--- src/rtl/core/first_fit_block_allocator_assert.svh ---
// ----------------------------------------------------------------------------
// first_fit_block_allocator_assert.svh
// Assertion macros shared by the allocator RTL.
// ----------------------------------------------------------------------------
`ifndef FIRST_FIT_BLOCK_ALLOCATOR_ASSERT_SVH
`define FIRST_FIT_BLOCK_ALLOCATOR_ASSERT_SVH

`ifndef SYNTHESIS
`define FFBA_ASSERT(lbl, prop) \
  lbl: assert property (@(posedge clk_i) disable iff (!rst_ni) (prop)) \
    else $error("%m: check failed");
`define FFBA_ASSERT_NEXT(lbl, ante, cons) \
  lbl: assert property (@(posedge clk_i) disable iff (!rst_ni) (ante) |=> (cons)) \
    else $error("%m: check failed");
`else
`define FFBA_ASSERT(lbl, prop)
`define FFBA_ASSERT_NEXT(lbl, ante, cons)
`endif

`endif

--- src/rtl/core/ffba_pkg.sv ---
// ----------------------------------------------------------------------------
// ffba_pkg
// Types and constants of the first-fit block allocator.
// ----------------------------------------------------------------------------
`default_nettype none

package ffba_pkg;

  localparam int unsigned MAX_SEGMENTS_DEF = 64;
  localparam int unsigned ADDR_W           = 24;
  localparam int unsigned COUNT_OUT_W      = 7;
  localparam logic [ADDR_W-1:0] RESET_ARENA = 24'd65536;

  typedef enum logic [1:0] {
    ST_OK       = 2'd0,
    ST_NOFIT    = 2'd1,
    ST_FULL     = 2'd2,
    ST_NOTFOUND = 2'd3
  } status_e;

  typedef enum logic [2:0] {
    OP_NONE,
    OP_CLEAR,
    OP_SEARCH,
    OP_MARK_BLOCK,
    OP_MARK_HOLE,
    OP_SPLIT
  } cell_op_e;

  typedef enum logic [1:0] {
    FSM_IDLE,
    FSM_SEARCH,
    FSM_APPLY
  } fsm_e;

  typedef struct packed {
    cell_op_e          op;
    logic              req_free;
    logic [ADDR_W:0]   need;
    logic [ADDR_W-1:0] where;
    logic [ADDR_W-1:0] arena;
  } cell_cmd_t;

  typedef struct packed {
    logic [ADDR_W-1:0] start;
    logic [ADDR_W-1:0] len;
    logic              blk;
    logic              live;
    logic              sel;
    logic              past;
    logic              hit;
  } cell_link_t;

endpackage

`default_nettype wire

--- src/rtl/core/ffba_ctrl.sv ---
// ----------------------------------------------------------------------------
// ffba_ctrl
// Request sequencer: search, decide, command the cells, register the result.
// ----------------------------------------------------------------------------
`default_nettype none

`include "first_fit_block_allocator_assert.svh"

module ffba_ctrl #(
  parameter int unsigned MAX_SEGMENTS = ffba_pkg::MAX_SEGMENTS_DEF,
  localparam int unsigned CNT_W = $clog2(MAX_SEGMENTS + 1)
) (
  input  wire                               clk_i,
  input  wire                               rst_ni,
  input  wire                               cfg_we_i,
  input  wire  [ffba_pkg::ADDR_W-1:0]       cfg_wdata_i,
  input  wire                               in_valid_i,
  output logic                              in_ready_o,
  input  wire                               in_free_i,
  input  wire  [ffba_pkg::ADDR_W-1:0]       in_bytes_i,
  input  wire  [ffba_pkg::ADDR_W-1:0]       in_where_i,
  output logic                              out_valid_o,
  input  wire                               out_ready_i,
  output logic [1:0]                        out_status_o,
  output logic [ffba_pkg::ADDR_W-1:0]       out_offset_o,
  output logic [ffba_pkg::COUNT_OUT_W-1:0]  out_count_o,
  input  wire                               found_i,
  input  wire                               sel_exact_i,
  input  wire  [ffba_pkg::ADDR_W-1:0]       sel_start_i,
  output ffba_pkg::cell_cmd_t               cmd_o
);

  ffba_pkg::fsm_e              state_q, state_d;
  logic                        free_q;
  logic [ffba_pkg::ADDR_W:0]   need_q;
  logic [ffba_pkg::ADDR_W-1:0] where_q;
  logic                        found_q;
  logic [CNT_W-1:0]            count_q, count_d;

  logic                        out_valid_q;
  ffba_pkg::status_e           status_q, status_d;
  logic [ffba_pkg::ADDR_W-1:0] offset_q, offset_d;
  logic [CNT_W-1:0]            out_count_q;

  ffba_pkg::cell_op_e          apply_op;
  logic                        in_fire;
  logic                        apply_go;
  logic [ffba_pkg::ADDR_W:0]   need_in;

  assign in_fire  = in_valid_i && in_ready_o;
  assign apply_go = (state_q == ffba_pkg::FSM_APPLY) && (!out_valid_q || out_ready_i);
  assign need_in  = ({1'b0, in_bytes_i} + (ffba_pkg::ADDR_W+1)'(3))
                    & ~(ffba_pkg::ADDR_W+1)'(3);

  // decision for the applied request
  always_comb begin
    apply_op = ffba_pkg::OP_NONE;
    status_d = ffba_pkg::ST_OK;
    offset_d = '0;
    count_d  = count_q;
    if (free_q) begin
      if (found_q) begin
        apply_op = ffba_pkg::OP_MARK_HOLE;
        offset_d = where_q;
      end else begin
        status_d = ffba_pkg::ST_NOTFOUND;
      end
    end else if ((need_q == '0) || !found_q) begin
      status_d = ffba_pkg::ST_NOFIT;
    end else if (sel_exact_i) begin
      apply_op = ffba_pkg::OP_MARK_BLOCK;
      offset_d = sel_start_i;
    end else if (count_q >= CNT_W'(MAX_SEGMENTS)) begin
      status_d = ffba_pkg::ST_FULL;
    end else begin
      apply_op = ffba_pkg::OP_SPLIT;
      offset_d = sel_start_i;
      count_d  = count_q + CNT_W'(1);
    end
  end

  // next state
  always_comb begin
    state_d = state_q;
    case (state_q)
      ffba_pkg::FSM_IDLE: begin
        if (in_fire) begin
          state_d = ffba_pkg::FSM_SEARCH;
        end
      end
      ffba_pkg::FSM_SEARCH: begin
        state_d = ffba_pkg::FSM_APPLY;
      end
      ffba_pkg::FSM_APPLY: begin
        if (apply_go) begin
          state_d = ffba_pkg::FSM_IDLE;
        end
      end
      default: begin
        state_d = ffba_pkg::FSM_IDLE;
      end
    endcase
  end

  // outputs
  always_comb begin
    in_ready_o     = 1'b0;
    cmd_o.op       = ffba_pkg::OP_NONE;
    cmd_o.req_free = free_q;
    cmd_o.need     = need_q;
    cmd_o.where    = where_q;
    cmd_o.arena    = cfg_wdata_i;
    case (state_q)
      ffba_pkg::FSM_IDLE: begin
        in_ready_o = 1'b1;
        if (cfg_we_i) begin
          cmd_o.op = ffba_pkg::OP_CLEAR;
        end
      end
      ffba_pkg::FSM_SEARCH: begin
        cmd_o.op = ffba_pkg::OP_SEARCH;
      end
      ffba_pkg::FSM_APPLY: begin
        if (apply_go) begin
          cmd_o.op = apply_op;
        end
      end
      default: begin
      end
    endcase
  end

  assign out_valid_o  = out_valid_q;
  assign out_status_o = status_q;
  assign out_offset_o = offset_q;
  assign out_count_o  = ffba_pkg::COUNT_OUT_W'(out_count_q);

  always_ff @(posedge clk_i or negedge rst_ni) begin
    if (!rst_ni) begin
      state_q     <= ffba_pkg::FSM_IDLE;
      count_q     <= CNT_W'(1);
      out_valid_q <= 1'b0;
      found_q     <= 1'b0;
    end else begin
      state_q <= state_d;
      if (cfg_we_i) begin
        count_q <= CNT_W'(1);
      end else if (apply_go) begin
        count_q <= count_d;
      end
      if (state_q == ffba_pkg::FSM_SEARCH) begin
        found_q <= found_i;
      end
      if (apply_go) begin
        out_valid_q <= 1'b1;
      end else if (out_ready_i) begin
        out_valid_q <= 1'b0;
      end
    end
  end

  always_ff @(posedge clk_i) begin
    if (in_fire) begin
      free_q  <= in_free_i;
      need_q  <= need_in;
      where_q <= in_where_i;
    end
    if (apply_go) begin
      status_q    <= status_d;
      offset_q    <= offset_d;
      out_count_q <= count_d;
    end
  end

  `FFBA_ASSERT(a_count_range, (count_q >= CNT_W'(1)) && (count_q <= CNT_W'(MAX_SEGMENTS)))
  `FFBA_ASSERT_NEXT(a_apply_shows, apply_go, out_valid_q)
  `FFBA_ASSERT_NEXT(a_search_then_apply, state_q == ffba_pkg::FSM_SEARCH,
                    state_q == ffba_pkg::FSM_APPLY)
  `FFBA_ASSERT(a_bad_status_zero, !out_valid_q || (status_q == ffba_pkg::ST_OK)
               || (offset_q == '0))

endmodule

`default_nettype wire

--- config.mk ---
export PLATFORM = sky130hd
export DESIGN_NAME = ffba_ctrl
export DESIGN_NICKNAME = d
export VERILOG_FILES = /design/src/rtl/core/ffba_pkg.sv /design/src/rtl/core/ffba_ctrl.sv
export VERILOG_INCLUDE_DIRS = /design/src /design/src/rtl/core
export SDC_FILE = /design/constraint.sdc
export NUM_CORES = 1
export LEC_CHECK = 0
export BUFFER_PORTS_ARGS = -buffer_cell sky130_fd_sc_hd__buf_2
export CELL_PAD_IN_SITES_DETAIL_PLACEMENT = 1
export CELL_PAD_IN_SITES_GLOBAL_PLACEMENT = 1
export CORE_MARGIN = 1
export CORE_UTILIZATION = 35
export DETAILED_ROUTE_END_ITERATION = 8
export GPL_TIMING_DRIVEN = 0
export PLACE_DENSITY_LB_ADDON = 0.3
export SKIP_LAST_GASP = 1
export SLEW_MARGIN = 20
export SYNTH_ARGS = -nofsm -noshare
export SYNTH_HDL_FRONTEND = slang
export SYNTH_SLANG_ARGS = --single-unit
--- constraint.sdc ---
create_clock -name clk_i -period 2.4 [get_ports clk_i]
set_input_delay 0.12 -clock clk_i [delete_from_list [all_inputs] [get_ports clk_i]]
set_output_delay 0.12 -clock clk_i [all_outputs]
set_load 0.02 [all_outputs]
**After elaboration in Yosys (flattened, before gate mapping)**

Index checks and enable logic that the tools add are counted.

- Logic and storage cells: 58
- Register bits after elaboration: 92
- Bits of input ports: 104
- Output and inout port bits: 112

- Add/subtract/negate cells: 2
- $lt $le $gt $ge: 1
- Reduce and logical (&&, ||, !) cells: 11
- Equal/unequal tests: 4
- Multiplexer cells: 30

Operator list:

| operator | number |
|---|---|
| $mux 24 | 5 |
| $mux 7 | 6 |
| $add 24x2->25 const B | 1 |
| $logic_not 25->1 | 1 |
| $mux 3 | 6 |
| $mux 2 | 7 |
| $pmux 3 s3 | 1 |
| $add 7x1->7 const B | 1 |
| $ge 7x7->1 const B | 1 |
| $pmux 2 s3 | 1 |
| $mux 1 | 4 |
| $ne 2x2->1 const B | 2 |
| $reduce_bool 2->1 | 2 |
| $eq 2x1->1 const B | 1 |
| $eq 2x2->1 const B | 1 |
| $logic_and 1x1->1 | 2 |
| $logic_not 1->1 | 2 |
| $logic_not 2->1 | 1 |
| $logic_or 1x1->1 | 2 |
| $reduce_and 2->1 | 1 |

**Logic depth before layout (Yosys ltp)**

Gate-level depths: netlist of run 1.

- Depth in word-level cells: 7
- Gate-level depth with buffers: 6
- Gate-level depth less buffers: 5

**Worst setup path after synthesis of run 1**

No wires, ideal clock.

- Path type: flip-flop to flip-flop
- Start: register state_q[1]
- End: register free_q (enable)
- Period minus slack after synthesis: 2.406 ns
- Path buffers: 0
- Data required time: 1.990 ns
- Arrival: 1.995 ns
- Setup time: 0.410 ns
- Cell stages (with the launch flop): 3
- Slack: -0.006 ns
- Path through: dfrtp_1 -> nor2_1 -> and2_1

- Longest elaborated chain between the ends: 3

Ends and longest elaborated chain:

| item | line | RTL |
|---|---|---|
| start: declaration | ffba_ctrl.sv:33 | `ffba_pkg::fsm_e state_q, state_d;` |
| start signal: assignment | ffba_ctrl.sv:140 | `state_q <= ffba_pkg::FSM_IDLE;` |
| start signal: assignment | ffba_ctrl.sv:145 | `state_q <= state_d;` |
| $logic_not 2->1 | ffba_ctrl.sv:113 | `case (state_q)` |
| $mux 1 | ffba_ctrl.sv:113 |  |
| net in_ready_o | ffba_ctrl.sv:18 | `output logic in_ready_o,` |
| $logic_and 1x1->1 | ffba_ctrl.sv:50 | `assign in_fire = in_valid_i && in_ready_o;` |
| net in_fire | ffba_ctrl.sv:46 | `logic in_fire;` |
| end signal: assignment | ffba_ctrl.sv:164 | `free_q <= in_free_i;` |
| end: declaration | ffba_ctrl.sv:34 | `logic free_q;` |

The timed path passes the listed nets, and every way through them passes these cells.
A chain may end at the register's enable or synchronous reset.

==> results of run 1 <==
[synthesized netlist by cell type (2+ instances only)]
cell	count	area [sq um]
sky130_fd_sc_hd__edfxtp_1	81	2430
sky130_fd_sc_hd__buf_4	27	203
sky130_fd_sc_hd__a32o_1	25	250
sky130_fd_sc_hd__xnor2_1	18	158
sky130_fd_sc_hd__nand2_1	15	56.3
sky130_fd_sc_hd__dfrtp_1	10	250
sky130_fd_sc_hd__nor2_1	10	37.5
sky130_fd_sc_hd__nand3_1	9	45.0
sky130_fd_sc_hd__xor2_1	9	78.8
sky130_fd_sc_hd__nand4_1	8	50.1
sky130_fd_sc_hd__nor2b_1	8	50.1
sky130_fd_sc_hd__clkbuf_1	7	26.3
sky130_fd_sc_hd__a21oi_1	6	30.0
sky130_fd_sc_hd__and3_1	6	37.5
sky130_fd_sc_hd__inv_1	6	22.5
sky130_fd_sc_hd__nand2b_1	6	37.5
sky130_fd_sc_hd__and2_1	4	25.0
sky130_fd_sc_hd__nor4_1	4	25.0
sky130_fd_sc_hd__mux2_1	3	33.8
sky130_fd_sc_hd__a211oi_1	2	15.0
sky130_fd_sc_hd__a211oi_2	2	25.0
sky130_fd_sc_hd__and4_1	2	17.5
sky130_fd_sc_hd__buf_2	2	10.0
sky130_fd_sc_hd__buf_6	2	22.5
sky130_fd_sc_hd__ha_1	2	25.0
sky130_fd_sc_hd__mux2_4	2	30.0
sky130_fd_sc_hd__mux2i_1	2	20.0
sky130_fd_sc_hd__or4_4	2	22.5
[kinds of logic after synthesis]
| group | share of synthesized area [%] |
|---|---|
| buffers and inverters | 6.98 |
| adder cells (fa/ha/maj) | 0.584 |
| AND/OR/NAND/NOR | 11.6 |
| multiplexers | 2.22 |
| AO/OA/AOI/OAI | 9.73 |
| other | 0.0876 |
| flip-flops | 63.3 |
| XOR/XNOR | 5.52 |
[worst max-delay path: stages, from the launching register on]
cell	delay, ps
sky130_fd_sc_hd__edfxtp_1	400
sky130_fd_sc_hd__or4_4	570
sky130_fd_sc_hd__nor2_8	190
sky130_fd_sc_hd__buf_8	160
sky130_fd_sc_hd__and2_1	190
sky130_fd_sc_hd__o31ai_1	110
sky130_fd_sc_hd__buf_2	180
[state kept, by name (all words and copies together), names as in the netlist]
register	flops
out_offset_o	24
where_q	24
need_q	23
count_q	7
out_count_o	7
out_status_o	2
state_q	2
found_q	1
free_q	1
out_valid_o	1
[routing by layer]
layer	global-route usage, %	wire length (um)	vias up	share of wire [%]
li1	-	-	1578	-
met1	19.2	4280	1586	38
met2	33.9	5830	180	52
met3	4.21	937	19	8.3
met4	7.73	223	0	2.0
met5	0	0	-	0
[power groups by stage]
stage,registers (mW),logic (mW),clock network (mW)
global placement,2.25,1.24,0
finish,2.23,1.32,1.46
floorplan,2.53,0.515,0
global route,2.27,1.40,1.55
CTS,2.23,1.32,1.50
detailed placement,2.26,1.28,0
[final cells by class]
cell class	count	area, sq um	share of cell area [%]
sequential	92	2710	44.8
inverter	6	25.0	0.414
clock buffer	9	225	3.73
buffer	39	283	4.68
timing repair buffer	217	1240	20.5
tap	147	184	3.04
multi-input combinational	165	1300	21.5
clock inverter	5	78.8	1.30
[worst paths after layout]
path | slack [ps] | cells after the start | to | startpoint
max in group asynchronous | 1910 | 2 | count_q[0] | rst_ni
min | 50 | 2 | found_q | found_i
max reg2reg | 390 | 5 | out_status_o[1] | free_q
max | 150 | 6 | cmd_o[75] | need_q[8]
min in group asynchronous | 210 | 2 | out_valid_o | rst_ni
min reg2reg | 560 | 1 | out_offset_o[11] | where_q[11]
[what timing repair did]
action,CTS,global route
endpoints found under the setup margin,1,3
hold buffers,27,0
resized for setup,1,7
endpoints found under the hold margin,37,0
setup buffers,0,0
gates cloned,0,0
[metrics by stage]
| step | utilization [%] | cells | worst slack, ps |
|---|---|---|---|
| 2_1_floorplan | - | 302 | 343 |
| 3_3_place_gp | 45.3 | 638 | -4.74 |
| 3_5_place_dp | 45.4 | 639 | 321 |
| 4_1_cts | 50.3 | 680 | 0.176 |
| 5_1_grt | 50.5 | 680 | 41.0 |
| 6_report | 50.5 | 680 | 146 |
==> metrics.md, run 1 <==
| Metric | Value |
|---|---|
| Result of the run | `complete, no violations` |
| Part of the Yosys area used for sequential elements | `a little over three fifths` |
| Switching portion of total power | `between 30 and 40%` |
| Initial DRC Count | `134` |
| Setup CP Type | `register to output port` |
| Area overhead of the layout relative to synthesis | `41.1%` |
| Die outline width | `113 um` |
| Floorplan row count | `40` |
| Unrepaired setup endpoints after global routing | `false` |
| Clock network fraction of design power | `~29%` |
| Floorplan die area | `~0.013 sq mm` |
| Die Span Y | `between 100 and 150 um` |
| Final routed wire length divided by cell count | `16.6 um` |
| TritonCTS sink count | `between 90 and 100` |
| Total DRC errors in the routed layout | `0` |
| Power dissipated by switching net loads | `between 1.5 and 2 mW` |
| Worst-margin pin slew | `548 ps` |
| Maximum resistive drop on vdd | `345 uV` |
| Proportion of layout cells with a drive suffix above 1 | `a little under half` |
| Fraction of the cycle the final worst path needs | `between 90% and 100%` |
| Via-per-instance ratio | `4.95` |
| Highest fanout seen on the critical path | `10` |
| Headroom to the max-slew limit | `63.5%` |
| Hold WS | `around 53 ps` |
| Arrival time at the worst endpoint | `2130 ps` |
| Distinct cell type count of the synthesized netlist | `49` |
| Final number of setup-violating endpoints | `0` |
| Clock tree root driver cell | `sky130_fd_sc_hd__clkbuf_16` |
| Total power | `between 5 and 6 mW` |
| Number of buffer cells added on primary ports | `about 190` |
| Number of flops mapped to enable cells by yosys | `about 80` |
| Summed area of non-filler cells in the final layout | `0.00604 sq mm` |
| Clock tree skew after final layout | `approximately 5.7 ps` |
| H-tree depth reported by CTS | `3` |
| Combined area of all synthesized cells | `0.00428 sq mm` |
| Number of buffers created by CTS | `9` |
| Class of the tightest hold or removal check | `primary input to register` |
| Average instance area after synthesis | `14.2 sq um` |
| Routed Antenna Nets | `0` |
| Startpoint type of the worst setup path | `register` |
| Setup TNS after final layout | `0 ps` |
| Most frequent cells in the layout | `sky130_fd_sc_hd__buf_2, sky130_fd_sc_hd__edfxtp_1, sky130_fd_sc_hd__buf_4, sky130_fd_sc_hd__dlygate4sd3_1, sky130_fd_sc_hd__a32o_1` |
| Worst skew pair latency | `about 330 ps` |
| Pwr/cell area | `just over 800 mW/mm^2` |
| Number of global-route vias before repair | `approximately 3,400` |
| Final estimated routing congestion in global placement | `0.762` |
| Total length of routed wires | `~11,000 um` |
| Top flip-flop cell by instance count after synthesis | `sky130_fd_sc_hd__edfxtp_1` |
| TritonCTS clock tree | `done` |
| Number of antenna violations at the first check in global routing | `0` |
| Total global-route track usage | `18.0%` |
| Diode insertion count for antenna repair | `0` |
| Wire length of the first global-routing pass | `between 15,000 and 20,000 um` |
| Total congestion overflow | `0` |
| Hold violation count in the final report | `0` |
| Synth warnings | `0` |
| Maximum number of pins on one net before global-route repair | `36` |
| Min Tclk post-route | `about 2300 ps` |
| Clock transition at the registers of the reported paths | `approximately 60 ps` |
| Initial cell density of the core | `between 30% and 40%` |
| Maximum root-to-sink buffer count | `2` |
| Pins over their slew limit | `0` |
| Share of total power in sequential cells | `between 40% and 50%` |
| Area of the core region | `~0.012 sq mm` |
| P_leak | `about 2.6 nW` |
| Instance area after placement | `~0.0054 sq mm` |
| Number of instances in the synthesized netlist | `around 300` |
| Io pins | `216` |
| Internal power component | `around 3.5 mW` |
| Sum of net half-perimeters after detailed placement | `8200 um` |
| Fmax achieved | `between 0.4 and 0.5 GHz` |
| Routed vias | `~3,400` |
| Critical Path RT | `between 2000 and 2500 ps` |
| Count of max-cap constraint violations | `0` |
| Flip-flop and latch count after synthesis | `92` |
| Combinational group share of total power | `between 20% and 30%` |
| Fraction of registers with async set/reset | `between 10% and 20%` |
| Most common cell after layout, fill and taps aside | `sky130_fd_sc_hd__buf_2` |
| FILL cells | `roughly 1,300` |
| Crit path capture type | `output port` |
| Final-stage net count | `636` |
| First drt pass iteration count | `4` |
No activity file was read; power rests on OpenSTA's default activity.
==> run 2: changes to the inputs <==
==> constraint.sdc (replaced) <==
create_clock -name clk_i -period 2.4 [get_ports clk_i]
set_input_delay 0 -clock clk_i [delete_from_list [all_inputs] [get_ports clk_i]]
set_output_delay 0 -clock clk_i [all_outputs]
set_load 0.02 [all_outputs]
==> metrics.md, run 2 (synthesized netlist as in run 1, its figures left out) <==
| Metric | Value |
|---|---|
| Worst-margin pin slew | `779 ps (was 548 ps)` |
| Pins over their slew limit | `0 (unchanged)` |
| Number of buffer cells added on primary ports | `189 (unchanged)` |
| Critical Path RT | `2400 ps (was 2280 ps)` |
| Final number of setup-violating endpoints | `0 (unchanged)` |
| Area overhead of the layout relative to synthesis | `48.9% (was 41.1%)` |
| Register-to-register setup slack | `400 ps (was 390 ps)` |
| Headroom to the max-slew limit | `48.0% (was 63.5%)` |
| Sum of net half-perimeters after detailed placement | `8200 um (unchanged)` |
| Maximum resistive drop on vdd | `346 uV (was 345 uV)` |
| Routed vias | `3,527 (was 3,363)` |
| Min Tclk post-route | `2250 ps (about the same)` |
| Worst slack after detailed placement | `354 ps (was 321 ps)` |
| Instance area after placement | `0.00544 sq mm (unchanged)` |
| Die outline width | `113 um (unchanged)` |
| Share of total power in sequential cells | `44.0% (was 44.6%)` |
| Maximum root-to-sink buffer count | `2 (unchanged)` |
| Crit path capture type | `output port (unchanged)` |
| Initial cell density of the core | `35.8% (unchanged)` |
| Violated checks | `hold timing` |
| Fmax achieved | `0.445 GHz (was 0.444 GHz)` |
| Via-per-instance ratio | `4.93 (was 4.95)` |
| Area of the core region | `0.0120 sq mm (unchanged)` |
| Total congestion overflow | `0 (unchanged)` |
| Clock transition at the registers of the reported paths | `60 ps (about the same)` |
| Total global-route track usage | `19.9% (was 18.0%)` |
| Utilization after layout | `53.3% (was 50.5%)` |
| Class of the tightest hold or removal check | `primary input to register (unchanged)` |
| Worst Setup Slack, final | `150 ps (was 146 ps)` |
| Switching portion of total power | `30.7% (was 30.4%)` |
| Number of cells on the worst reg-to-reg path | `5 (unchanged)` |
| Result of the run | `complete, but fails checks (was complete, no violations)` |
| First drt pass iteration count | `4 (unchanged)` |
| Startpoint type of the worst setup path | `register (unchanged)` |
| Maximum number of pins on one net before global-route repair | `36 (unchanged)` |
| Most frequent cells in the layout | `sky130_fd_sc_hd__buf_2, sky130_fd_sc_hd__edfxtp_1, sky130_fd_sc_hd__dlygate4sd3_1 (was sky130_fd_sc_hd__buf_2, sky130_fd_sc_hd__edfxtp_1, sky130_fd_sc_hd__buf_4, sky130_fd_sc_hd__dlygate4sd3_1, sky130_fd_sc_hd__a32o_1)` |
| Clock tree root driver cell | `sky130_fd_sc_hd__clkbuf_16 (unchanged)` |
| Die Span Y | `113 um (unchanged)` |
| Final-stage net count | `672 (was 636)` |
| Total power | `5.09 mW (was 5.01 mW)` |
| Unrepaired setup endpoints after global routing | `true (was false)` |
| Floorplan row count | `40 (unchanged)` |
| Floorplan die area | `0.0127 sq mm (unchanged)` |
| Reg-to-Reg Start | `free_q (unchanged)` |
| Startpoint of the worst setup timing path | `need_q[3] (was need_q[8])` |
| Internal power component | `3.52 mW (was 3.49 mW)` |
| Number of global-route vias before repair | `3,804 (was 3,447)` |
| Number of buffers created by CTS | `9 (unchanged)` |
| Routed Antenna Nets | `0 (unchanged)` |
| Final routed wire length divided by cell count | `17.3 um (was 16.6 um)` |
| Clock network fraction of design power | `29.0% (was 29.1%)` |
| Count of max-cap constraint violations | `0 (unchanged)` |
| Final estimated routing congestion in global placement | `0.762 (unchanged)` |
| Number of non-filler instances in the completed layout | `716 (was 680)` |
| H-tree depth reported by CTS | `3 (unchanged)` |
| TritonCTS clock tree | `done (unchanged)` |
| Setup CP Type | `register to output port (unchanged)` |
| Initial DRC Count | `125 (was 134)` |
| Total length of routed wires | `12,400 um (was 11,300 um)` |
| Highest fanout seen on the critical path | `10 (unchanged)` |
| Clock tree skew after final layout | `8.31 ps (was 5.70 ps)` |
| Critical R2R Capture | `out_status_o[1] (unchanged)` |
| Io pins | `216 (unchanged)` |
| Summed area of non-filler cells in the final layout | `0.00638 sq mm (was 0.00604 sq mm)` |
| Hold WS | `-0.716 ps (was 52.6 ps)` |
| HP Start | `in_bytes_i[15] (was found_i)` |
| Dpl cells | `639 (unchanged)` |
| Wire length of the first global-routing pass | `19,100 um (was 17,400 um)` |
| Hold violation count in the final report | `1 (was 0)` |
| Worst skew pair latency | `340 ps (was 330 ps)` |
| Most common cell after layout, fill and taps aside | `sky130_fd_sc_hd__buf_2 (unchanged)` |
| Proportion of layout cells with a drive suffix above 1 | `44.6% (was 47.8%)` |
| P_leak | `2.72 nW (was 2.58 nW)` |
| Power dissipated by switching net loads | `1.56 mW (was 1.52 mW)` |
| Worst Hold Path EP | `need_q[15] (was found_q)` |
| Number of antenna violations at the first check in global routing | `0 (unchanged)` |
| Combinational group share of total power | `27.0% (was 26.3%)` |
| Diode insertion count for antenna repair | `0 (unchanged)` |
| Arrival time at the worst endpoint | `2250 ps (was 2130 ps)` |
| TritonCTS sink count | `92 (unchanged)` |
| Total DRC errors in the routed layout | `0 (unchanged)` |
| Hold depth | `2 (unchanged)` |
| Pwr/cell area | `797 mW/mm^2 (was 829 mW/mm^2)` |
| Fraction of the cycle the final worst path needs | `93.7% (was 93.9%)` |
| Setup TNS after final layout | `0 ps (unchanged)` |
==> run 2: cell types whose count changed in the layout (fill, tap and decap cells not counted) <==
| cell | change |
|---|---|
| sky130_fd_sc_hd__buf_2 | +1 |
| sky130_fd_sc_hd__buf_6 | -1 |
| sky130_fd_sc_hd__dlygate4sd3_1 | +36 |
| sky130_fd_sc_hd__inv_2 | +1 |
| sky130_fd_sc_hd__inv_4 | -1 |
| sky130_fd_sc_hd__nor4_1 | +1 |
| sky130_fd_sc_hd__nor4_4 | -1 |
==> run 2: per-layer routing <==
| layer | wire length, um | vias to the layer above | share of wire [%] | global-route usage (%) |
|---|---|---|---|---|
| li1 | - | 1652 | - | - |
| met1 | 4710 | 1670 | 38 | 21.0 |
| met2 | 6470 | 181 | 52 | 37.4 |
| met3 | 935 | 24 | 7.5 | 4.97 |
| met4 | 293 | 0 | 2.4 | 8.71 |
| met5 | 0 | - | 0 | 0 |
==> run 2: worst max-delay path: stages (launching register included) <==
cell and delay (ps):
sky130_fd_sc_hd__edfxtp_1 400, sky130_fd_sc_hd__nor4_1 320, sky130_fd_sc_hd__and4_1 220, sky130_fd_sc_hd__buf_2 190, sky130_fd_sc_hd__buf_2 260, sky130_fd_sc_hd__and2_1 230
sky130_fd_sc_hd__o31ai_1 110, sky130_fd_sc_hd__buf_2 180
==> run 2: power groups by stage <==
stage	combinational, mW	sequential (mW)	clock [mW]
after floorplan	0.515	2.53	0
after global placement	1.24	2.25	0
after detailed placement	1.28	2.26	0
after CTS	1.37	2.23	1.50
after global routing	1.47	2.27	1.56
final	1.37	2.24	1.47
==> run 2: final cells by class <==
type                    count  area (sq um)
fillers                  1294          5580
flip-flops and latches     92          2710
repair buffers            253          1600
multi-input cells         165          1280
plain buffers              39           277
clock buffers               9           225
well taps                 147           184
clock inverters             5          78.8
inverters                   6          22.5
==> run 2: worst max path at each step <==
stage          slack [ps]  cells after the start          endpoint
6_report              150                      7         cmd_o[75]
2_1_floorplan         430                      5  out_offset_o[10]
3_3_place_gp          120                      5         cmd_o[74]
3_5_place_dp          350                      6   out_status_o[1]
5_1_grt               -40                      6         cmd_o[76]
4_1_cts                60                      7         cmd_o[75]
==> run 2: what timing repair did <==
| action | in CTS | in global routing |
|---|---|---|
| hold buffers | 63 | 0 |
| resized for setup | 0 | 1 |
| setup buffers | 0 | 0 |
| setup endpoints to repair | 0 | 2 |
| endpoints found under the hold margin | 73 | 0 |
