--- config.mk ---
export PLATFORM = sky130hd
export DESIGN_NAME = ffba_cell
export DESIGN_NICKNAME = d
export VERILOG_FILES = /design/src/rtl/core/first_fit_block_allocator_assert.svh /design/src/rtl/core/ffba_pkg.sv /design/src/rtl/core/ffba_cell.sv
export SDC_FILE = /design/constraint.sdc
export NUM_CORES = 1
export LEC_CHECK = 0
export BUFFER_PORTS_ARGS = -buffer_cell sky130_fd_sc_hd__buf_2
export CAP_MARGIN = 30
export CORE_MARGIN = 1
export CORE_UTILIZATION = 47
export DETAILED_ROUTE_END_ITERATION = 8
export PLACE_DENSITY = 0.78
export SLEW_MARGIN = 20
export SYNTH_ARGS = -nofsm -noshare
export SYNTH_HDL_FRONTEND = slang
export SYNTH_SLANG_ARGS = --single-unit
export TNS_END_PERCENT = 100
--- constraint.sdc ---
create_clock -name clk_i -period 3.15 [get_ports clk_i]
set_input_delay 0.63 -clock clk_i [delete_from_list [all_inputs] [get_ports clk_i]]
set_output_delay 0.63 -clock clk_i [all_outputs]
set_load 0.02 [all_outputs]
--- src/rtl/core/first_fit_block_allocator_assert.svh ---
// ----------------------------------------------------------------------------
// first_fit_block_allocator_assert.svh
// Assertion macros shared by the allocator RTL.
// ----------------------------------------------------------------------------
`ifndef FIRST_FIT_BLOCK_ALLOCATOR_ASSERT_SVH
`define FIRST_FIT_BLOCK_ALLOCATOR_ASSERT_SVH

`ifndef SYNTHESIS
`define FFBA_ASSERT(lbl, prop) \
  lbl: assert property (@(posedge clk_i) disable iff (!rst_ni) (prop)) \
    else $error("%m: check failed");
`define FFBA_ASSERT_NEXT(lbl, ante, cons) \
  lbl: assert property (@(posedge clk_i) disable iff (!rst_ni) (ante) |=> (cons)) \
    else $error("%m: check failed");
`else
`define FFBA_ASSERT(lbl, prop)
`define FFBA_ASSERT_NEXT(lbl, ante, cons)
`endif

`endif

--- src/rtl/core/ffba_pkg.sv ---
// ----------------------------------------------------------------------------
// ffba_pkg
// Types and constants of the first-fit block allocator.
// ----------------------------------------------------------------------------
`default_nettype none

package ffba_pkg;

  localparam int unsigned MAX_SEGMENTS_DEF = 64;
  localparam int unsigned ADDR_W           = 24;
  localparam int unsigned COUNT_OUT_W      = 7;
  localparam logic [ADDR_W-1:0] RESET_ARENA = 24'd65536;

  typedef enum logic [1:0] {
    ST_OK       = 2'd0,
    ST_NOFIT    = 2'd1,
    ST_FULL     = 2'd2,
    ST_NOTFOUND = 2'd3
  } status_e;

  typedef enum logic [2:0] {
    OP_NONE,
    OP_CLEAR,
    OP_SEARCH,
    OP_MARK_BLOCK,
    OP_MARK_HOLE,
    OP_SPLIT
  } cell_op_e;

  typedef enum logic [1:0] {
    FSM_IDLE,
    FSM_SEARCH,
    FSM_APPLY
  } fsm_e;

  typedef struct packed {
    cell_op_e          op;
    logic              req_free;
    logic [ADDR_W:0]   need;
    logic [ADDR_W-1:0] where;
    logic [ADDR_W-1:0] arena;
  } cell_cmd_t;

  typedef struct packed {
    logic [ADDR_W-1:0] start;
    logic [ADDR_W-1:0] len;
    logic              blk;
    logic              live;
    logic              sel;
    logic              past;
    logic              hit;
  } cell_link_t;

endpackage

`default_nettype wire

--- src/rtl/core/ffba_cell.sv ---
// ----------------------------------------------------------------------------
// ffba_cell
// One table slot: holds a segment, matches it, and shifts from its neighbor.
// ----------------------------------------------------------------------------
`default_nettype none

module ffba_cell #(
  parameter bit HEAD = 1'b0
) (
  input  wire                          clk_i,
  input  wire                          rst_ni,
  input  ffba_pkg::cell_cmd_t          cmd_i,
  input  ffba_pkg::cell_link_t         prev_i,
  output ffba_pkg::cell_link_t         link_o,
  output logic [ffba_pkg::ADDR_W-1:0]  sel_start_o,
  output logic                         sel_exact_o
);

  logic [ffba_pkg::ADDR_W-1:0] start_q, start_d;
  logic [ffba_pkg::ADDR_W-1:0] len_q, len_d;
  logic                        blk_q, blk_d;
  logic                        live_q, live_d;
  logic                        sel_q, sel_d;
  logic                        flag;

  always_comb begin
    if (cmd_i.req_free) begin
      flag = live_q && (start_q == cmd_i.where);
    end else begin
      flag = live_q && !blk_q && ({1'b0, len_q} >= cmd_i.need);
    end
  end

  assign link_o.start = start_q;
  assign link_o.len   = len_q;
  assign link_o.blk   = blk_q;
  assign link_o.live  = live_q;
  assign link_o.sel   = sel_q;
  assign link_o.past  = prev_i.past | sel_q;
  assign link_o.hit   = prev_i.hit | flag;

  assign sel_start_o = sel_q ? start_q : '0;
  assign sel_exact_o = sel_q && ({1'b0, len_q} == cmd_i.need);

  always_comb begin
    start_d = start_q;
    len_d   = len_q;
    blk_d   = blk_q;
    live_d  = live_q;
    sel_d   = sel_q;
    case (cmd_i.op)
      ffba_pkg::OP_CLEAR: begin
        start_d = '0;
        len_d   = HEAD ? {cmd_i.arena[ffba_pkg::ADDR_W-1:2], 2'b00} : '0;
        blk_d   = 1'b0;
        live_d  = HEAD;
        sel_d   = 1'b0;
      end
      ffba_pkg::OP_SEARCH: begin
        sel_d = flag && !prev_i.hit;
      end
      ffba_pkg::OP_MARK_BLOCK: begin
        if (sel_q) begin
          blk_d = 1'b1;
        end
      end
      ffba_pkg::OP_MARK_HOLE: begin
        if (sel_q) begin
          blk_d = 1'b0;
        end
      end
      ffba_pkg::OP_SPLIT: begin
        if (sel_q) begin
          len_d = cmd_i.need[ffba_pkg::ADDR_W-1:0];
          blk_d = 1'b1;
        end else if (prev_i.sel) begin
          start_d = prev_i.start + cmd_i.need[ffba_pkg::ADDR_W-1:0];
          len_d   = prev_i.len - cmd_i.need[ffba_pkg::ADDR_W-1:0];
          blk_d   = 1'b0;
          live_d  = 1'b1;
        end else if (prev_i.past) begin
          start_d = prev_i.start;
          len_d   = prev_i.len;
          blk_d   = prev_i.blk;
          live_d  = prev_i.live;
        end
      end
      default: begin
      end
    endcase
  end

  always_ff @(posedge clk_i or negedge rst_ni) begin
    if (!rst_ni) begin
      start_q <= '0;
      len_q   <= HEAD ? ffba_pkg::RESET_ARENA : '0;
      blk_q   <= 1'b0;
      live_q  <= HEAD;
      sel_q   <= 1'b0;
    end else begin
      start_q <= start_d;
      len_q   <= len_d;
      blk_q   <= blk_d;
      live_q  <= live_d;
      sel_q   <= sel_d;
    end
  end

endmodule

`default_nettype wire

* Yosys cells after proc, flatten, opt, wreduce, memory -nomap -nowiden
Cells that the tools add are included.
** Cells by class
- Mux-type cells :: 21
- Add/sub/neg operators :: 2
- Reduce and logical (&&, ||, !) cells :: 13
- Bitwise operators :: 2
- Magnitude comparators :: 1
- Equality and inequality tests :: 12
** Operators with widths (number)
- 24-bit 2-to-1 mux :: 7
- 24-bit one-hot mux with 2 select lines :: 2
- 24-bit by 25-bit equality test with 1-bit output :: 1
- 24-bit by 25-bit >= comparator with 1-bit output :: 1
- 24-bit adder :: 1
- 24-bit equality test :: 1
- 24-bit subtractor :: 1
- 1-bit 2-to-1 mux :: 9
- 3-bit by 2-bit equality test with 1-bit output (second input constant) :: 2
- 3-bit equality test (second input constant) :: 2
- 2-bit inequality test (second input constant) :: 3
- 1-bit logical AND :: 5
- 4-bit inequality test (second input constant) :: 1
- 1-bit one-hot mux with 2 select lines :: 2
- 1-bit one-hot mux with 4 select lines :: 1
- 4-bit AND reduction :: 1
- 2-bit nonzero test :: 2
- 4-bit nonzero test :: 1
- 3-bit by 1-bit equality test with 1-bit output (second input constant) :: 1
- 3-bit inequality test (second input constant) :: 1
- 3-bit AND reduction :: 1
- 1-bit logical NOT :: 2
- 1-bit OR :: 2
- 2-bit AND reduction :: 1
** Word-level totals
- Bits in registers :: 51
- Word-level logic and storage cells :: 56
- Output and inout bits :: 78
- Input bits :: 132

* Depth between registers and ports, before layout
Gate-level depths: netlist of the first run.
- Word-level depth :: 6
- Gate-level depth with buffers :: 12
- Gate-level depth less buffers :: 12

* Worst setup path before layout of the first run
No wires, ideal clock.
- Path kind :: in2out
- From :: in cmd_i[67] in the netlist's numbering
- To :: out sel_exact_o
- Cell stages on the path :: 6
- Required time :: 2.520 ns
- Data arrival time :: 2.164 ns
- Buffers on the path :: 0
- Slack :: 0.356 ns
- Cell sequence :: inv_1 ha_1 nand4b_1 nor4_1 inv_1 nor4_1
** Between the ends
- Longest elaborated chain between the ends :: 2
** Ends and longest elaborated chain
- from (decl) :: RTL line ffba_cell.sv:12 : input ffba_pkg::cell_cmd_t cmd_i,
- 24-bit by 25-bit equality test with 1-bit output :: RTL line ffba_cell.sv:43 : assign sel_exact_o = sel_q && ({1'b0, len_q} == cmd_i.need);
- 1-bit logical AND :: RTL line ffba_cell.sv:43
- to (decl) :: RTL line ffba_cell.sv:16 : output logic sel_exact_o
Every way passes these cells.

==> results by group, run 1 <==
Outcome
  – Outcome: complete, no violations

Setup path
  – CP required: 2.52 ns
  – CP max stage delay: 0.32 ns
  – Reg2Reg Setup Slack: 0.78 ns
  – Critical path endpoint: link_o[0]
  – Worst EP arrival: 2.40 ns
  – CP startpoint: cmd_i[66]
  – Critical path capture point type: output pin
  – Crit Path Max Fanout: 2
  – Critical path type: input pin to output pin
  – Worst Setup Start Kind: input pin
  – Reg-to-Reg End: start_q[12]$_DFFE_PN0P_
  – Worst-path cell chain: buf_2 > inv_2 > ha_4 > a21oi_1 > nor2b_1 > o21ai_1 > a21oi_1 > nor3_1 > nor4b_1 > buf_4 > and3b_1 > nand2b_1 > buf_4
  – Critical path's slowest cell: nor4b_1
  – Worst R2R Path Depth: 5
  – Reg2Reg Launch Point: sel_q$_DFFE_PN0P_

Route
  – Post-DRT Antenna Nets: 0
  – First-pass DRT Iterations: 5
  – Vias post-DR: 6435
  – Post-Route WL: 19200 um
  – Number of remaining DRC errors: 0
  – WL/cell: 17.3 um
  – Initial drt markers: 404
  – Vias/cell: 5.81

Timing
  – Final Hold Vio Count: 0
  – Worst clock skew: 0.00780 ns
  – Max Clock Freq: 330 MHz
  – Final Max Slew Viols: 0
  – Setup-failing EPs final: 0
  – RSZ-0062 raised after global routing: false
  – Final Critical Period: 3.03 ns
  – Slew @ Worst Pin: 0.807 ns
  – Post-route worst setup slack: 0.123 ns
  – Slew HR: 46.2%
  – Post-route setup TNS: 0 ns
  – Crit share post-route: 96.1%

Global routing
  – Global-route wire length before repair: 29700 um
  – Grt ovf: 0
  – Largest net degree at the start of global routing: 30
  – Global-route usage over all layers: 29.2%
  – Vias in the first global route: 5922
  – Antenna violations before repair: 0

Place
  – Dpl ws: 0.00909 ns
  – Post-placement cell count: 1100
  – Gp weighted congestion: 0.930
  – I/O Buffers: 185
  – DP Wirelength: 15700 um

Clock network
  – Max clock buf depth: 2
  – Inserted Clock Buffers: 5
  – Clock tree sinks: 51
  – CTS tree: yes
  – Root Buffer: clkbuf_16
  – Hold_buf cts: 0
  – Clock transition at path regs: 0.08 ns
  – Worst-Skew Late Latency: 0.30 ns
  – # H-tree levels: 2

Finish
  – Share of post-route cells with drive strength above 1: 25.3%
  – Area delta synth->final: 22.7%
  – Diodes inserted: 0
  – Non-filler instance count after layout: 1108
  – Fin nets: 1143
  – # fillers: 1163

Synth
  – Sequential area share after synthesis: 21.4%
  – Top_reg_cell synth: dfrtp_1
  – Post-synth top area share: 21.4%
  – Yosys cell types: 68
  – Most frequent cells after synthesis: 73 x o21ai_0, 70 x ha_1, 61 x a21oi_1
  – #FFs+latches synth: 51
  – Mean post-synth cell area: 7.92 um^2
  – Most common cell in the netlist: o21ai_0
  – Synthesized Nets: 957
  – Share of synthesized flip-flops with an asynchronous set or reset: 100%
  – Post-Syn Area: 5970 um^2
  – Yosys top cell by area: dfrtp_1
  – Ys Warns: 0
  – EDFF count, synth: 0
  – Top post-synthesis cells by area: dfrtp_1 21%, ha_1 15%, o21ai_0 6.1%
  – Post-Syn Instances: 753

Die
  – # rows: 40
  – Die height: 115 um
  – Starting density of the core: 48.9%
  – IO Count: 210
  – Die area: 13100 um^2
  – Core area: 12200 um^2
  – Die width: 115 um

Hold path
  – Hold WC Path Type: input pin to async pin

Run
  – Max Cap Viol: 0

Power
  – Power Density: 360 nW/um^2
  – Peak supply drop: 0.189 mV
  – Pleak: 3.72 nW
==> kinds of logic after synthesis <==
logic type | after synthesis | share of synthesized area [%]
flip-flops | 51 | 21.4
multiplexers | 12 | 2.01
buffers and inverters | 76 | 5.22
AO/OA/AOI/OAI | 264 | 28.7
AND/OR/NAND/NOR | 218 | 18.5
XOR/XNOR | 60 | 8.81
adder cells (fa/ha/maj) | 72 | 15.4
==> where the power goes <==
part / leakage [nW] / internal [W] / switching, W
logic: 2.98 / 0.000514 / 0.000711
clock network: 0.0669 / 0.000295 / 0.000270
registers: 0.674 / 0.000744 / 0.000103
==> state kept, by name, indices dropped and copies added (netlist names) <==
name and count:
blk_q 1, start_q 24, sel_q 1, len_q 24, live_q 1
==> timing repair <==
action                                  4_1_cts  5_1_grt
buffers inserted                              0        0
endpoints found under the setup margin        0        1
gates resized for setup                       0        4
==> layout make-up <==
type                            instances  area (um^2)  area share [%]
Inverter                               41          154            2.10
Tap cell                              168          210            2.87
Multi-Input combinational cell        626         4390            60.0
Timing Repair Buffer                  214         1150            15.7
Sequential cell                        51         1280            17.4
Clock buffer                            6          129            1.76
Clock inverter                          2         12.5           0.171
==> cell usage in the layout (no fill, tap or decap), types with 22 or more instances in the layout <==
cell type / Yosys / layout
buf_2: 3 / 184
nor2_1: 43 / 43
a21oi_1: 61 / 61
buf_4: 4 / 30
a21o_1: 27 / 27
o21ai_0: 73 / 72
ha_1: 70 / 69
dfrtp_1: 51 / 51
inv_1: 40 / 39
nand2_1: 56 / 56
nand3_1: 22 / 22
xnor2_1: 41 / 41
and2_1: 27 / 27
==> worst min path at each step <==
| stage | start | endpoint | slack, ns | depth (start not counted) |
|---|---|---|---|---|
| floorplan | rst_ni | blk_q$_DFFE_PN0P_ | 0.33 | 0 |
| global placement | rst_ni | len_q[2]$_DFFE_PN0P_ | 0.49 | 1 |
| detailed placement | rst_ni | len_q[2]$_DFFE_PN0P_ | 0.49 | 1 |
| CTS | rst_ni | len_q[2]$_DFFE_PN0P_ | 0.17 | 1 |
| global route | rst_ni | len_q[2]$_DFFE_PN0P_ | 0.17 | 1 |
| finish | rst_ni | len_q[2]$_DFFE_PN0P_ | 0.16 | 1 |
==> stage by stage <==
step                      instance area (um^2)  hold slack [ns]  total power (W)  utilization [%]
after floorplan                           5970            0.334          0.00164                -
after detailed placement                  7170            0.486          0.00206             58.7
after global routing                      7320            0.167          0.00281             60.0
final                                     7320            0.158          0.00264             60.0
after global placement                    7170            0.486          0.00204             58.7
after CTS                                 7310            0.168          0.00262             59.8
==> per-layer routing <==
metal | share of wire, % | track usage (%) | up-vias
met2 | 47 | 50.7 | 287
met1 | 42 | 37.2 | 2962
met3 | 8.1 | 3.76 | 34
li1 | - | - | 3152
met4 | 2.6 | 10.0 | 0
met5 | 0 | 0 | -
==> critical path, delay by kind of cell <==
| family | cells | cell delay [ns] |
|---|---|---|
| AOI/OAI and AO/OA | 3 | 0.26 |
| adders and majority gates | 1 | 0.26 |
| buffers and inverters | 4 | 0.48 |
| and+or+nand+nor | 5 | 0.77 |
(Power assumes the default switching activity.)
==> inputs of run 2 (changes only) <==
--- a/config.mk
+++ b/config.mk
@@ -11,6 +11,7 @@
 export CORE_UTILIZATION = 47
 export DETAILED_ROUTE_END_ITERATION = 8
 export PLACE_DENSITY = 0.78
+export REMOVE_ABC_BUFFERS = 1
 export SLEW_MARGIN = 20
 export SYNTH_ARGS = -nofsm -noshare
 export SYNTH_HDL_FRONTEND = slang
==> results by group, run 2 (synthesis gave the netlist of run 1 again) <==
Global routing
  – Global-route usage over all layers: 29.3% (was 29.2%)
  – Largest net degree at the start of global routing: 32 (was 30)
  – Global-route wire length before repair: 29700 um (about the same)
  – Grt ovf: 0 (unchanged)
  – Vias in the first global route: 6015 (was 5922)
  – Antenna violations before repair: 2 (was 0)

Finish
  – Fin nets: 1135 (was 1143)
  – # fillers: 1149 (was 1163)
  – Share of post-route cells with drive strength above 1: 24.7% (was 25.3%)
  – Leading cell type in the layout, fill and taps excluded: buf_2 (unchanged)
  – Design Area, Final: 7320 um^2 (about the same)
  – Biggest regs: len_q (24), start_q (24) (unchanged)
  – Area delta synth->final: 22.7% (about the same)
  – Commonest cells after routing, fill and taps aside: 185 x buf_2, 73 x o21ai_0, 70 x ha_1, 61 x a21oi_1, 56 x nand2_1 (was 184 x buf_2, 72 x o21ai_0, 69 x ha_1, 61 x a21oi_1, 56 x nand2_1)

Setup path
  – CP dominant cell by count: buf_2
  – CP required: 2.52 ns (about the same)
  – Worst EP arrival: 2.40 ns (about the same)
  – Critical path capture point type: output pin (unchanged)
  – Critical path's slowest cell: nor4_1 (was nor4b_1)
  – Worst Setup Start Kind: input pin (unchanged)
  – CP max stage delay: 0.42 ns (was 0.32 ns)
  – Crit Path Max Fanout: 4 (was 2)
  – Worst-path cell chain: buf_2 > inv_1 > ha_1 > nand4_1 > nor4_1 > a32oi_1 > and3b_1 > nand2b_1 > buf_2 (was buf_2 > inv_2 > ha_4 > a21oi_1 > nor2b_1 > o21ai_1 > a21oi_1 > nor3_1 > nor4b_1 > buf_4 > and3b_1 > nand2b_1 > buf_4)
  – Critical path type: input pin to output pin (unchanged)

Timing
  – Final Hold Vio Count: 0 (unchanged)
  – Final Critical Period: 3.03 ns (about the same)
  – Final Max Slew Viols: 0 (unchanged)
  – Crit share post-route: 96.2% (was 96.1%)
  – Worst clock skew: 0.00423 ns (was 0.00780 ns)
  – Post-route setup TNS: 0 ns (unchanged)
  – Slew HR: 42.8% (was 46.2%)
  – RSZ-0062 raised after global routing: false (unchanged)
  – Setup-failing EPs final: 0 (unchanged)
  – Slew @ Worst Pin: 0.855 ns (was 0.807 ns)
  – Max Clock Freq: 330 MHz (about the same)

Clock network
  – Max clock buf depth: 2 (unchanged)
  – Clock tree sinks: 51 (unchanged)
  – Hold_buf cts: 0 (unchanged)
  – Inserted Clock Buffers: 5 (unchanged)
  – CTS tree: yes (unchanged)
  – Worst-Skew Late Latency: 0.30 ns (about the same)
  – # H-tree levels: 2 (unchanged)
  – Clock transition at path regs: 0.07 ns (was 0.08 ns)
  – # Post-CTS Setup Buffers: 0 (unchanged)
  – Root Buffer: clkbuf_16 (unchanged)

Route
  – WL/cell: 17.4 um (was 17.3 um)
  – Initial drt markers: 416 (was 404)
  – Vias post-DR: 6470 (was 6435)
  – Number of remaining DRC errors: 0 (unchanged)
  – Post-Route WL: 19200 um (about the same)
  – First-pass DRT Iterations: 7 (was 5)
  – Post-DRT Antenna Nets: 0 (unchanged)
  – Vias/cell: 5.87 (was 5.81)

Die
  – Die area: 13100 um^2 (unchanged)
  – Starting density of the core: 48.9% (unchanged)
  – # rows: 40 (unchanged)
  – IO Count: 210 (unchanged)
  – Die width: 115 um (unchanged)
  – Core area: 12200 um^2 (unchanged)
  – Die height: 115 um (unchanged)

Power
  – Int Power: 0.00171 W (was 0.00155 W)
  – Clock power frac: 25.9% (was 21.4%)
  – Reg power frac: 30.4% (was 32.1%)
  – Logic pwr share: 43.7% (was 46.5%)
  – Sw power: 0.00107 W (was 0.00108 W)
  – Power Density: 380 nW/um^2 (was 360 nW/um^2)
  – Peak supply drop: 0.198 mV (was 0.189 mV)
  – Pleak: 3.71 nW (was 3.72 nW)
  – Sw Ratio: 38.6% (was 41.1%)

Place
  – DP Area: 7120 um^2 (was 7170 um^2)
  – I/O Buffers: 185 (unchanged)
  – Gp weighted congestion: 0.918 (was 0.930)
  – DP Wirelength: 15500 um (was 15700 um)

Hold path
  – Hold WC Path Type: input pin to async pin (unchanged)

Run
  – Max Cap Viol: 0 (unchanged)

Outcome
  – Outcome: complete, no violations (unchanged)
## run 2: cell count changes in the layout (fill, tap and decap cells not counted), sizes merged
cell	before	now
diode	0	2
bufinv	0	2
buf	214	206
clkinv	2	1
clkinvlp	1	0
## run 2: final timing paths
path                                 startpoint                      end  slack, ns  cells after the start
setup / recovery                      cmd_i[68]                link_o[0]       0.12                      9
hold / removal                           rst_ni     len_q[3]$_DFFE_PN0P_       0.36                      1
setup reg to reg              sel_q$_DFFE_PN0P_    len_q[17]$_DFFE_PN0P_       0.80                      5
hold reg to reg            len_q[9]$_DFFE_PN0P_     len_q[9]$_DFFE_PN0P_       0.51                      2
max in group asynchronous                rst_ni  start_q[16]$_DFFE_PN0P_       2.23                      2
min in group clk_i         len_q[9]$_DFFE_PN0P_     len_q[9]$_DFFE_PN0P_       0.51                      2
## run 2: layout make-up
type | count | area (um^2) | share of cell area [%]
well taps | 168 | 210 | 2.87
repair buffers | 206 | 1100 | 15.0
flip-flops and latches | 51 | 1280 | 17.5
clock inverters | 2 | 60.1 | 0.821
diodes | 2 | 5.00 | 0.0684
clock buffers | 6 | 129 | 1.76
multi-input cells | 626 | 4390 | 59.9
inverters | 41 | 154 | 2.10
## run 2: power by group through the flow
stage          clock, W  sequential, W  combinational, W
5_1_grt        0.000756       0.000854           0.00134
2_1_floorplan         0       0.000945          0.000678
3_3_place_gp          0       0.000853           0.00118
6_report       0.000721       0.000844           0.00122
3_5_place_dp          0       0.000855           0.00120
4_1_cts        0.000724       0.000842           0.00121
## run 2: layer usage
layer | vias to the layer above | GRT usage [%] | part of all wire, %
li1 | 3134 | - | -
met1 | 3013 | 37.4 | 42
met2 | 280 | 51.6 | 48
met3 | 43 | 3.71 | 7.5
met4 | 0 | 8.57 | 2.6
met5 | - | 0 | 0
## run 2: worst max-delay path, delay by kind of cell
family,cells,cell delay (ns)
adders and majority gates,1,0.31
buffers and inverters,3,0.39
AOI/OAI and AO/OA,1,0.15
and+or+nand+nor,4,0.92
## run 2: timing repair
item,4_1_cts,5_1_grt
resized for setup,0,1
hold endpoints to repair,0,0
endpoints found under the setup margin,0,1
## run 2: per-stage QoR
| stage | worst slack (ns) | hold WS [ns] | utilization (%) | total power (W) | cells |
|---|---|---|---|---|---|
| 6_report | 0.120 | 0.357 | 59.9 | 0.00278 | 1102 |
| 5_1_grt | 0.0140 | 0.392 | 59.9 | 0.00295 | 1102 |
| 4_1_cts | 0.0731 | 0.373 | 59.8 | 0.00277 | 1100 |
| 3_5_place_dp | 0.0665 | 0.498 | 58.3 | 0.00205 | 1092 |
| 3_3_place_gp | 0.104 | 0.491 | 58.3 | 0.00203 | 1092 |
| 2_1_floorplan | 0.212 | 0.334 | - | 0.00162 | 718 |
==> inputs of run 3 (changes only) <==
--- a/config.mk
+++ b/config.mk
@@ -5,13 +5,15 @@
 export SDC_FILE = /design/constraint.sdc
 export NUM_CORES = 1
 export LEC_CHECK = 0
+export ABC_CLOCK_PERIOD_IN_PS = 3150
 export BUFFER_PORTS_ARGS = -buffer_cell sky130_fd_sc_hd__buf_2
 export CAP_MARGIN = 30
 export CORE_MARGIN = 1
-export CORE_UTILIZATION = 47
+export CORE_UTILIZATION = 35
 export DETAILED_ROUTE_END_ITERATION = 8
-export PLACE_DENSITY = 0.78
+export PLACE_DENSITY = 0.61
 export REMOVE_ABC_BUFFERS = 1
+export SETUP_SLACK_MARGIN = 0.15
 export SLEW_MARGIN = 20
 export SYNTH_ARGS = -nofsm -noshare
 export SYNTH_HDL_FRONTEND = slang
==> results by group, run 3 (synthesis gave the netlist of run 1 again) <==
Die
  – # rows: 47 (was 40)
  – Starting density of the core: 36.0% (was 48.9%)
  – Die width: 133 um (was 115 um)
  – IO Count: 210 (unchanged)
  – Core area: 16600 um^2 (was 12200 um^2)
  – Die area: 17600 um^2 (was 13100 um^2)
  – Die height: 133 um (was 115 um)

Finish
  – # fillers: 1708 (was 1149)
  – Design Area, Final: 7540 um^2 (was 7320 um^2)
  – Biggest regs: len_q (24), start_q (24) (unchanged)
  – Area delta synth->final: 26.5% (was 22.7%)
  – Diodes inserted: 0 (was 2)
  – Commonest cells after routing, fill and taps aside: 182 x buf_2, 71 x o21ai_0, 67 x ha_1, 58 x a21oi_1, 56 x nand2_1 (was 185 x buf_2, 73 x o21ai_0, 70 x ha_1, 61 x a21oi_1, 56 x nand2_1)
  – FF/Latch Area: 1280 um^2 (unchanged)
  – Footprint of the multi-input gates: 4470 um^2 (was 4390 um^2)
  – Leading cell type in the layout, fill and taps excluded: buf_2 (unchanged)
  – Fin nets: 1151 (was 1135)
  – Share of post-route cells with drive strength above 1: 27.3% (was 24.7%)

Power
  – Logic pwr share: 47.4% (was 43.7%)
  – Power Density: 351 nW/um^2 (was 380 nW/um^2)
  – Int Power: 0.00157 W (was 0.00171 W)
  – Sw Ratio: 40.7% (was 38.6%)
  – Peak supply drop: 0.215 mV (was 0.198 mV)
  – Sw power: 0.00108 W (was 0.00107 W)
  – Reg power frac: 32.1% (was 30.4%)
  – Clock power frac: 20.5% (was 25.9%)
  – Pleak: 3.78 nW (was 3.71 nW)

Global routing
  – Global-route usage over all layers: 22.8% (was 29.3%)
  – Vias in the first global route: 5913 (was 6015)
  – Grt ovf: 0 (unchanged)
  – Global-route wire length before repair: 31500 um (was 29700 um)
  – Largest net degree at the start of global routing: 31 (was 32)
  – Antenna violations before repair: 0 (was 2)

Route
  – First-pass DRT Iterations: 5 (was 7)
  – Number of remaining DRC errors: 0 (unchanged)
  – Initial drt markers: 365 (was 416)
  – WL/cell: 17.4 um (about the same)
  – Vias/cell: 5.38 (was 5.87)
  – Post-Route WL: 20300 um (was 19200 um)
  – Post-DRT Antenna Nets: 0 (unchanged)
  – Vias post-DR: 6284 (was 6470)

Place
  – I/O Buffers: 185 (unchanged)
  – Gp weighted congestion: 0.900 (was 0.918)
  – DP Area: 7290 um^2 (was 7120 um^2)
  – DP Wirelength: 16600 um (was 15500 um)

Setup path
  – Worst-path cell chain: buf_6 > inv_2 > ha_4 > a21oi_1 > nor2b_1 > o21ai_1 > a21oi_1 > nor3_1 > nor4b_1 > buf_4 > and3b_2 > nand2b_4 > buf_6 (was buf_2 > inv_1 > ha_1 > nand4_1 > nor4_1 > a32oi_1 > and3b_1 > nand2b_1 > buf_2)
  – Worst R2R Path Depth: 5 (unchanged)
  – Worst EP arrival: 2.34 ns (was 2.40 ns)
  – Worst Setup Start Kind: input pin (unchanged)
  – CP max stage delay: 0.28 ns (was 0.42 ns)
  – CP required: 2.52 ns (about the same)
  – Critical path's slowest cell: nor4b_1 (was nor4_1)
  – Crit Path Max Fanout: 2 (was 4)
  – Critical path capture point type: output pin (unchanged)
  – Critical path type: input pin to output pin (unchanged)

Timing
  – Final Critical Period: 2.97 ns (was 3.03 ns)
  – Worst clock skew: 0.00331 ns (was 0.00423 ns)
  – Post-route setup TNS: 0 ns (unchanged)
  – Max Clock Freq: 337 MHz (was 330 MHz)
  – Final Hold Vio Count: 0 (unchanged)
  – Slew @ Worst Pin: 0.893 ns (was 0.855 ns)
  – Final Max Slew Viols: 0 (unchanged)
  – Crit share post-route: 94.2% (was 96.2%)
  – Slew HR: 40.2% (was 42.8%)
  – Setup-failing EPs final: 0 (unchanged)
  – RSZ-0062 raised after global routing: true (was false)

Clock network
  – # H-tree levels: 2 (unchanged)
  – CTS tree: yes (unchanged)
  – Max clock buf depth: 2 (unchanged)
  – Root Buffer: clkbuf_16 (unchanged)
  – Inserted Clock Buffers: 5 (unchanged)
  – Clock transition at path regs: 0.07 ns (about the same)
  – Worst-Skew Late Latency: 0.29 ns (was 0.30 ns)
  – Clock tree sinks: 51 (unchanged)

Run
  – Max Cap Viol: 0 (unchanged)

Hold path
  – Hold WC Path Type: input pin to async pin (unchanged)

Outcome
  – Outcome: complete, no violations (unchanged)
run 3: critical path: cells and delay by family:
kind	cells	cell delay, ns
AOI/OAI and AO/OA	3	0.26
buffers and inverters	4	0.39
and+or+nand+nor	5	0.76
adders and majority gates	1	0.26
run 3: power groups by stage:
stage,clock network (W),logic (W),registers [W]
floorplan,0,0.000678,0.000945
global placement,0,0.00121,0.000860
detailed placement,0,0.00122,0.000861
CTS,0.000560,0.00124,0.000850
global route,0.000576,0.00139,0.000861
finish,0.000543,0.00126,0.000849
run 3: layout make-up:
| type | instances | area share [%] |
|---|---|---|
| multi-input combinational | 626 | 59.3 |
| sequential | 51 | 16.9 |
| timing repair buffer | 222 | 16.4 |
| tap | 220 | 3.65 |
| inverter | 41 | 2.04 |
| clock buffer | 7 | 1.76 |
run 3: metrics by stage:
step	power, W	setup WS (ns)	instances	hold WS [ns]	util, %
after floorplan	0.00162	0.212	718	0.334	-
after global placement	0.00207	0.0478	1158	0.497	44.0
after detailed placement	0.00208	-0.00269	1158	0.501	44.0
after CTS	0.00265	0.150	1166	0.425	45.1
after global routing	0.00283	0.0943	1167	0.451	45.5
final	0.00265	0.184	1167	0.398	45.5
run 3: per-layer routing:
metal  track usage, %  share of wire (%)
met1             30.3                 46
met2             39.0                 47
met3             2.34                4.5
met5                0                  0
met4             6.45                2.2
run 3: final timing paths:
kind	from	end	slack [ns]
worst min-delay path	rst_ni	len_q[1]$_DFFE_PN0P_	0.40
worst max register to register	sel_q$_DFFE_PN0P_	len_q[21]$_DFFE_PN0P_	0.82
min in group clk_i	len_q[10]$_DFFE_PN0P_	len_q[10]$_DFFE_PN0P_	0.51
max in group asynchronous	rst_ni	start_q[17]$_DFFE_PN0P_	2.14
worst max-delay path	cmd_i[66]	link_o[0]	0.18
worst min register to register	len_q[10]$_DFFE_PN0P_	len_q[10]$_DFFE_PN0P_	0.51
run 3: timing repair:
action / in CTS / in global routing
pin swaps: 6 / 7
buffers inserted: 1 / 1
gates resized for setup: 12 / 11
hold buffers: 0 / 0
setup endpoints to repair: 2 / 3
